**config.mk**
```make
export PLATFORM = sky130hd
export DESIGN_NAME = fav_div
export DESIGN_NICKNAME = d
export VERILOG_FILES = /design/src/rtl/fav_pkg.sv /design/src/rtl/fav_div.sv
export SDC_FILE = /design/constraint.sdc
export NUM_CORES = 1
export LEC_CHECK = 0
export BUFFER_PORTS_ARGS = -buffer_cell sky130_fd_sc_hd__buf_4
export CAP_MARGIN = 15
export CORE_ASPECT_RATIO = 2
export CORE_MARGIN = 2
export CORE_UTILIZATION = 45
export DETAILED_ROUTE_END_ITERATION = 7
export HOLD_SLACK_MARGIN = 0.06
export PLACE_DENSITY_LB_ADDON = 0.1
export SYNTH_ARGS = -nofsm -noshare
export SYNTH_HDL_FRONTEND = slang
export SYNTH_SLANG_ARGS = --single-unit
```
**constraint.sdc**
```tcl
create_clock -name clock -period 2.7 [get_ports clock]
set_clock_uncertainty 0.2 [all_clocks]
set_input_delay 0.135 -clock clock [delete_from_list [all_inputs] [get_ports clock]]
set_output_delay 0.135 -clock clock [all_outputs]
set_load 0.02 [all_outputs]
```
**src/rtl/fav_pkg.sv**
```systemverilog
// Shared types and constants of the frame averaging accumulator.
// No dependencies; imported by fav_csr_if, the top level, fav_ram and fav_div.
package fav_pkg;

   // Defaults of the top-level parameters.
   localparam int DEF_MAX_PIXELS  = 65536;
   localparam int DEF_SAMPLE_BITS = 16;
   localparam int DEF_MAX_FRAMES  = 256;

   // Headroom of a pixel sum over a sample.
   localparam int SUM_GUARD_BITS = 8;

   // Configuration register widths and reset values.
   localparam int FRAME_CFG_BITS = 9;
   localparam int PIXEL_CFG_BITS = 17;
   localparam logic [FRAME_CFG_BITS-1:0] FRAMES_RESET = 9'd1;
   localparam logic [PIXEL_CFG_BITS-1:0] PIXELS_RESET = 17'h10000;

   // Configuration port.
   localparam int CSR_INDEX_BITS = 4;
   localparam int CSR_DATA_BITS  = 32;
   localparam logic [CSR_INDEX_BITS-1:0] CSR_FRAMES_TO_AVERAGE = 4'd0;
   localparam logic [CSR_INDEX_BITS-1:0] CSR_PIXELS_PER_FRAME  = 4'd1;

   typedef enum logic [1:0] {
      DIV_IDLE,
      DIV_RUN,
      DIV_FIX,
      DIV_DONE
   } fav_div_state_type;

   typedef struct packed {
      logic start;
      logic take;
   } fav_div_ctl_type;

   typedef struct packed {
      logic busy;
      logic done;
   } fav_div_sts_type;

   // Address width for a store of the given depth; one bit at least.
   function automatic int idx_bits(input int depth);
      return (depth > 1) ? $clog2(depth) : 1;
   endfunction

endpackage

```
**src/rtl/fav_div.sv**
```systemverilog
// Bit-serial restoring divider: magnitude of a pixel sum over the frame count,
// one quotient bit a cycle, then sign and saturation. Depends on fav_pkg.
module fav_div import fav_pkg::*; #(
   parameter int SAMPLE_BITS = DEF_SAMPLE_BITS
) (
   input  logic                                   clock,
   input  logic                                   reset,
   input  fav_div_ctl_type                        ctl,
   output fav_div_sts_type                        sts,
   input  logic [SAMPLE_BITS+SUM_GUARD_BITS-1:0]  magnitude,
   input  logic                                   negative,
   input  logic                                   frame_end_in,
   input  logic [FRAME_CFG_BITS-1:0]              divisor,
   output logic signed [SAMPLE_BITS-1:0]          average,
   output logic                                   frame_end
);

   localparam int SUM_BITS = SAMPLE_BITS + SUM_GUARD_BITS;
   localparam int CNT_BITS = $clog2(SUM_BITS);
   localparam logic [SUM_BITS-1:0] POS_LIMIT =
      SUM_BITS'((64'd1 << (SAMPLE_BITS - 1)) - 64'd1);
   localparam logic [SUM_BITS-1:0] NEG_LIMIT = POS_LIMIT + SUM_BITS'(1);
   localparam logic [SAMPLE_BITS-1:0] SAMPLE_MAX = SAMPLE_BITS'(POS_LIMIT);
   localparam logic [SAMPLE_BITS-1:0] SAMPLE_MIN = ~SAMPLE_MAX;

   fav_div_state_type state_ff, state_in;

   logic [CNT_BITS-1:0]       count_ff;
   logic [SUM_BITS-1:0]       dvd_ff;
   logic [FRAME_CFG_BITS-1:0] rem_ff;
   logic [FRAME_CFG_BITS-1:0] dsr_ff;
   logic                      neg_ff;
   logic                      end_ff;
   logic [SAMPLE_BITS-1:0]    avg_ff;

   logic [FRAME_CFG_BITS:0]   trial;
   logic [FRAME_CFG_BITS:0]   diff;
   logic                      fits;
   logic [SAMPLE_BITS-1:0]    avg_in;
   logic [SUM_BITS-1:0]       quot_neg;

   // One restoring step: bring down the next dividend bit, subtract if it fits.
   always_comb begin
      trial = {rem_ff, dvd_ff[SUM_BITS-1]};
      diff  = trial - {1'b0, dsr_ff};
      fits  = (trial >= {1'b0, dsr_ff});
   end

   // Sign the quotient and clip it to the sample range.
   always_comb begin
      quot_neg = SUM_BITS'(-dvd_ff);
      if (neg_ff) begin
         avg_in = (dvd_ff > NEG_LIMIT) ? SAMPLE_MIN : quot_neg[SAMPLE_BITS-1:0];
      end else begin
         avg_in = (dvd_ff > POS_LIMIT) ? SAMPLE_MAX : dvd_ff[SAMPLE_BITS-1:0];
      end
   end

   always_comb begin
      state_in = state_ff;
      unique case (state_ff)
         DIV_IDLE: begin
            if (ctl.start) begin
               state_in = DIV_RUN;
            end
         end
         DIV_RUN: begin
            if (count_ff == CNT_BITS'(SUM_BITS - 1)) begin
               state_in = DIV_FIX;
            end
         end
         DIV_FIX: begin
            state_in = DIV_DONE;
         end
         DIV_DONE: begin
            if (ctl.take) begin
               state_in = DIV_IDLE;
            end
         end
         default: begin
            state_in = DIV_IDLE;
         end
      endcase
   end

   always_comb begin
      sts.busy = (state_ff == DIV_RUN) || (state_ff == DIV_FIX);
      sts.done = (state_ff == DIV_DONE);
   end

   always_ff @(posedge clock) begin
      if (reset) begin
         state_ff <= DIV_IDLE;
      end else begin
         state_ff <= state_in;
      end
   end

   always_ff @(posedge clock) begin
      if (state_ff == DIV_IDLE && ctl.start) begin
         dvd_ff   <= magnitude;
         rem_ff   <= '0;
         dsr_ff   <= divisor;
         neg_ff   <= negative;
         end_ff   <= frame_end_in;
         count_ff <= '0;
      end else if (state_ff == DIV_RUN) begin
         dvd_ff   <= {dvd_ff[SUM_BITS-2:0], fits};
         rem_ff   <= fits ? diff[FRAME_CFG_BITS-1:0] : trial[FRAME_CFG_BITS-1:0];
         count_ff <= count_ff + CNT_BITS'(1);
      end
      if (state_ff == DIV_FIX) begin
         avg_ff <= avg_in;
      end
   end

   assign average   = avg_ff;
   assign frame_end = end_ff;

endmodule
```
==> impl_metrics.py, run 1 <==
metrics = {
    "sta": {
        "period_share_pct": 91.3,
        "period_minus_slack_ns": 2.47,
        "rsz0062_at_grt": "false",
        "fmax_mhz": 406,
        "worst_pin_slew_ns": 0.773,
        "drv_slew": 0,
        "final_hold_viol_count": 0,
        "timing.slew.headroom_pct": 48.5,
        "setup_violations": 0,
        "setup_tns_ns": 0,
        "finalWorstSetupSlack_ns": 0.234,
    },
    "job": {
        "maxCapViolations": 0,
    },
    "placement": {
        "gp_congestion": 0.944,
        "dp_hpwl_mm": 7.01,
        "pre_cts_slack_ns": 0.250,
        "place_area_mm2": 0.00428,
        "portBuffers": 57,
    },
    "drt": {
        "ant_nets": 0,
        "vias": 3285,
        "drt-pass1-iter-count": 4,
        "detail_route.drc_violations": 0,
        "route.met2.wl_mm": 5.44,
        "highest_layer": "met4",
        "wl_met1_mm": 3.13,
        "avgRoutedWirePerCell_um": 16.0,
        "drt_iter0_drc": 201,
        "via_per_inst": 5.58,
        "met3WireLength_um": 334,
        "totalWireLength_mm": 9.41,
    },
    "cells_and_area": {
        "final_core_util_pct": 62.1,
        "area_growth_pct": 33.0,
        "layout_common_cells": "nand2_1 (83), buf_4 (71), edfxtp_1 (51)",
        "n_fill_cell": 705,
        "regArea_mm2": 0.00185,
        "nets": 544,
        "stdcell_area_mm2": 0.00493,
        "n_antenna_cell": 0,
        "final_common_cell": "nand2_1",
        "drive_above_1_share_pct": 19.5,
        "multi_input_area_mm2": 0.00169,
    },
    "global_routing": {
        "grt_pass1_wl_mm": 15.1,
        "grt_pass1_vias": 3301,
        "grt_max_degree": 31,
        "grt-ovfl-total": 0,
        "antenna_found_initial": 0,
        "gr-usage-all-layers_pct": 22.7,
    },
    "status": {
        "status": "finished, final reports clean",
    },
    "cts": {
        "post_cts_buffers": 0,
        "clock_latency_ns": 0.34,
        "cts-root-buf": "clkbuf_16",
        "cts_max_path_buffers": 2,
        "htree_num_levels": 3,
        "clock_sinks": 67,
        "cts_resized": 0,
        "holdBufCountCts": 36,
        "path_clk_slew_ns": 0.06,
        "tritoncts": "built",
        "cts_made_buffers": 9,
    },
    "logic_synthesis": {
        "synth.top_cell.area_share_pct": 41.3,
        "ys_seq_elements": 67,
        "avgSynthCellArea_um2": 9.58,
        "syn-cell-area_mm2": 0.00371,
        "yosysTopAreaCell": "edfxtp_1",
        "synth-seq-area-share_pct": 50.0,
        "synthTopCellsByArea": "edfxtp_1 (41%), dfxtp_1 (8.6%), nand2_1 (8.4%)",
        "ys_types": 48,
        "synth_nets": 443,
        "async_reset_ff_share_pct": 0,
        "syn_inst": 387,
        "synth_edf_count": 51,
        "ys.flop_type": "edfxtp_1",
        "yosysWarnings": 0,
    },
    "die": {
        "dieHeight_um": 132,
        "die_x_um": 68.2,
        "pin_count": 58,
        "coreArea_mm2": 0.00794,
        "floorplan.initialDensity_pct": 46.7,
        "dieArea_mm2": 0.00902,
        "rows": 46,
    },
    "power": {
        "p_leak_nw": 2.02,
        "power_density_mw_per_mm2": 1110,
        "peakVddDrop_uv": 575,
    },
    "setup_path": {
        "critPathKind": "flop to flop",
        "required_ns": 2.78,
        "worstPathArrival_ns": 2.54,
        "cp_max_fo": 5,
        "critPathLaunchType": "flop",
        "r2r_setup_slack_ns": 0.23,
        "cp-end-kind": "flop",
    },
    "worst_hold_path": {
        "hp-class": "input port to flop",
    },
}
[path summary, 6_finish.rpt]
| kind | endpoint | from | depth (start not counted) |
|---|---|---|---|
| max | rem_ff[8]$_SDFFE_PP0P_ | dvd_ff[23]$_DFFE_PP_ | 9 |
| min | state_ff[0]$_SDFFE_PP0P_ | ctl[0] | 5 |
| max reg2reg | rem_ff[8]$_SDFFE_PP0P_ | dvd_ff[23]$_DFFE_PP_ | 9 |
| min reg2reg | rem_ff[8]$_SDFFE_PP0P_ | rem_ff[8]$_SDFFE_PP0P_ | 2 |
[area by class of cell]
type / count / area share, %
Inverter: 24 / 1.83
Clock buffer: 10 / 4.64
Clock inverter: 6 / 1.14
Sequential cell: 67 / 37.6
Tap cell: 96 / 2.44
Multi-Input combinational cell: 279 / 34.3
Timing Repair Buffer: 107 / 18.1
[sequential cells by signal, indices dropped and copies added (netlist names)]
name,count
state_ff,2
dvd_ff,24
neg_ff,1
dsr_ff,9
count_ff,5
average,16
rem_ff,9
frame_end,1
[routing by layer]
metal | track usage (%) | vias up
li1 | - | 1613
met1 | 21.0 | 1528
met2 | 41.9 | 109
met3 | 4.18 | 35
met4 | 14.4 | 0
met5 | 0 | -
[cells by family after synthesis]
kind of cell / count (synthesis) / synth area share [%]
buffers and inverters: 41 / 4.46
muxes: 1 / 0.270
DFF: 67 / 50.0
AOI/OAI and AO/OA: 88 / 15.6
adders and majority gates: 17 / 5.94
xor gates and xnor gates: 6 / 1.42
and+or+nand+nor: 167 / 22.3
[Yosys cell counts, types with 2 or more instances]
cell,n
nand4_1,5
a21oi_1,24
or3_1,9
a311oi_1,8
nand2_1,83
o41ai_1,2
dfxtp_1,16
nand4b_1,3
edfxtp_1,51
xnor2_1,2
or4_4,2
a31oi_1,6
clkinv_1,2
nor3_4,3
o2111ai_1,5
a211oi_1,4
o22a_1,2
xor2_1,4
nand3_1,11
nand3b_1,7
a21o_1,4
inv_1,22
or2_2,3
nor2_1,26
ha_1,16
nor4_1,3
nor3_1,4
o211ai_1,5
clkbuf_1,15
o21ai_0,20
nand2b_1,3
[power breakdown]
part | total (mW) | switching (mW) | internal (mW)
Combinational | 2.35 | 1.45 | 0.903
Clock | 1.13 | 0.423 | 0.706
Sequential | 2.01 | 0.329 | 1.68
Total | 5.49 | 2.20 | 3.29
[through the flow]
| stage | cells | total power [mW] | hold slack (ns) |
|---|---|---|---|
| after floorplan | 387 | 3.56 | 0.00738 |
| after global placement | 537 | 4.30 | 0.109 |
| after detailed placement | 537 | 4.34 | 0.114 |
| after CTS | 589 | 5.53 | 0.0782 |
| after global routing | 589 | 5.89 | 0.161 |
| final | 589 | 5.49 | 0.0760 |
[critical path, cell delays in order (launching register included)]
cell and delay, ns:
edfxtp_1 0.41, inv_1 0.08, ha_1 0.18, inv_1 0.06, fa_1 0.40, nand3_1 0.17, a21oi_1 0.10, or3_1 0.32
a2111o_1 0.42, nand3_1 0.07
(Power assumes the default switching activity.)
==> run 2, diff against run 1 <==
PLACE_DENSITY = 0.66   (was default)
PLACE_DENSITY_LB_ADDON = default   (was 0.1)
==> impl_metrics.py, run 2 (same netlist as run 1, synthesis figures left out) <==
metrics = {
    "global_routing": {
        "antenna_found_initial": 0,
        "gr-usage-all-layers_pct": 21.6,
        "gr-usage-met2_pct": 40.0,
        "grt_pass1_wl_mm": 14.6,
        "busiest_layer": "met2",
        "grt_pass1_vias": 3210,
        "gr-usage-met1_pct": 22.0,
        "grt-ovfl-total": 0,
        "grt_use_met3_pct": 3.76,
        "grt_max_degree": 38,
    },
    "worst_hold_path": {
        "holdCritStartpoint": "ctl[0]",
        "min_to": "state_ff[0]$_SDFFE_PP0P_",
        "hp-class": "input port to flop",
        "min_delay_path_depth": 5,
    },
    "cts": {
        "cts_made_buffers": 9,
        "path_clk_slew_ns": 0.05,
        "htree_num_levels": 3,
        "cts_max_path_buffers": 2,
        "cts-root-buf": "clkbuf_16",
        "clock_sinks": 67,
        "post_cts_buffers": 0,
        "clock_latency_ns": 0.33,
        "tritoncts": "built",
    },
    "cells_and_area": {
        "fin_cells": 586,
        "area_growth_pct": 33.3,
        "largest_register_ffs": 24,
        "nets": 541,
        "drive_above_1_share_pct": 19.0,
        "top_register": "dvd_ff",
        "final_common_cell": "nand2_1",
        "layout_common_cells": "nand2_1 (83), buf_4 (67), edfxtp_1 (51)",
        "n_antenna_cell": 0,
        "n_fill_cell": 650,
    },
    "setup_path": {
        "slowest_stage": "edfxtp_1",
        "ff2ff_path_depth": 9,
        "critPathKind": "flop to flop",
        "cp_common_cell": "inv_1",
        "cp_max_fo": 5,
        "cp-end-kind": "flop",
        "r2r-start": "dvd_ff[23]$_DFFE_PP_",
        "path_cells": "inv_1, ha_1, inv_1, fa_1, nand3_2, a21oi_1, or3_1, a2111o_1, nand3_1",
        "cp_slowest_stage_delay_ns": 0.46,
        "worstPathArrival_ns": 2.54,
        "required_ns": 2.76,
        "r2r_setup_slack_ns": 0.22,
        "reg2reg_to": "rem_ff[8]$_SDFFE_PP0P_",
        "critPathLaunchType": "flop",
    },
    "drt": {
        "detail_route.drc_violations": 0,
        "drt-pass1-iter-count": 4,
        "totalWireLength_mm": 8.98,
        "via_per_inst": 5.49,
        "avgRoutedWirePerCell_um": 15.3,
        "vias": 3217,
        "ant_nets": 0,
        "drt_iter0_drc": 244,
    },
    "placement": {
        "gp_congestion": 0.929,
        "dp_hpwl_mm": 6.41,
        "placedCellCount": 534,
        "portBuffers": 57,
    },
    "die": {
        "dieHeight_um": 132,
        "dieArea_mm2": 0.00902,
        "rows": 46,
        "pin_count": 58,
        "floorplan.initialDensity_pct": 46.7,
        "coreArea_mm2": 0.00794,
        "die_x_um": 68.2,
    },
    "sta": {
        "period_minus_slack_ns": 2.48,
        "setup_tns_ns": 0,
        "setup_violations": 0,
        "rsz0062_at_grt": "false",
        "fmax_mhz": 404,
        "final_hold_viol_count": 0,
        "worst_pin_slew_ns": 0.805,
        "timing.slew.headroom_pct": 46.3,
        "period_share_pct": 91.8,
        "drv_slew": 0,
    },
    "status": {
        "status": "finished, final reports clean",
    },
    "power": {
        "p_leak_nw": 2.02,
        "peakVddDrop_uv": 599,
        "power_density_mw_per_mm2": 1110,
    },
    "job": {
        "maxCapViolations": 0,
    },
}
run 2: worst max path at each step:
stage / slack [ns] / to / startpoint / cells after the start
floorplan: 0.36 / dvd_ff[0]$_DFFE_PP_ / state_ff[1]$_SDFFE_PP0P_ / 5
global placement: 0.27 / rem_ff[8]$_SDFFE_PP0P_ / dvd_ff[23]$_DFFE_PP_ / 9
detailed placement: 0.19 / rem_ff[3]$_SDFFE_PP0P_ / dvd_ff[23]$_DFFE_PP_ / 10
CTS: 0.18 / rem_ff[8]$_SDFFE_PP0P_ / dvd_ff[23]$_DFFE_PP_ / 9
global route: 0.02 / rem_ff[3]$_SDFFE_PP0P_ / dvd_ff[23]$_DFFE_PP_ / 10
finish: 0.22 / rem_ff[8]$_SDFFE_PP0P_ / dvd_ff[23]$_DFFE_PP_ / 9
run 2: where the power goes:
| group | leakage, nW | total, mW | internal (mW) | switching (mW) |
|---|---|---|---|---|
| combinational | 1.25 | 2.33 | 0.900 | 1.43 |
| sequential | 0.621 | 2.01 | 1.68 | 0.331 |
| clock | 0.147 | 1.16 | 0.764 | 0.400 |
| total | 2.02 | 5.50 | 3.34 | 2.16 |
run 2: worst max-delay path: cells and delay by family, from the launching register on:
family / cells / cell delay (ns)
DFF: 1 / 0.46
buffers and inverters: 2 / 0.14
and+or+nand+nor: 3 / 0.53
AOI/OAI and AO/OA: 2 / 0.51
adders and majority gates: 2 / 0.58
run 2: area by class of cell:
| type | count | area [µm²] | area share (%) |
|---|---|---|---|
| repair buffers | 104 | 883 | 17.9 |
| multi-input cells | 279 | 1690 | 34.3 |
| flip-flops and latches | 67 | 1850 | 37.5 |
| inverters | 24 | 90.1 | 1.82 |
| clock buffers | 14 | 264 | 5.35 |
| well taps | 96 | 120 | 2.43 |
| clock inverters | 2 | 35.0 | 0.709 |
run 2: repair_timing:
action                                 in CTS  in global routing
hold buffers                               36                  0
resized for setup                           0                  1
endpoints found under the hold margin      37                  0
setup endpoints to repair                   0                  1
run 2: through the flow:
| step | utilization, % | worst slack [ns] | hold WS [ns] | instance area (µm²) | total power, mW |
|---|---|---|---|---|---|
| global route | 62.2 | 0.0158 | 0.166 | 4940 | 5.90 |
| detailed placement | 53.8 | 0.188 | 0.111 | 4270 | 4.30 |
| finish | 62.2 | 0.222 | 0.108 | 4940 | 5.50 |
| CTS | 62.1 | 0.175 | 0.0989 | 4930 | 5.53 |
| global placement | 53.8 | 0.269 | 0.113 | 4270 | 4.24 |
| floorplan | - | 0.364 | 0.00738 | 3710 | 3.56 |
run 2: per-layer routing:
| layer | share of wire [%] | vias up |
|---|---|---|
| li1 | - | 1603 |
| met1 | 35 | 1511 |
| met2 | 58 | 82 |
| met3 | 3.8 | 21 |
| met4 | 3.2 | 0 |
| met5 | 0 | - |
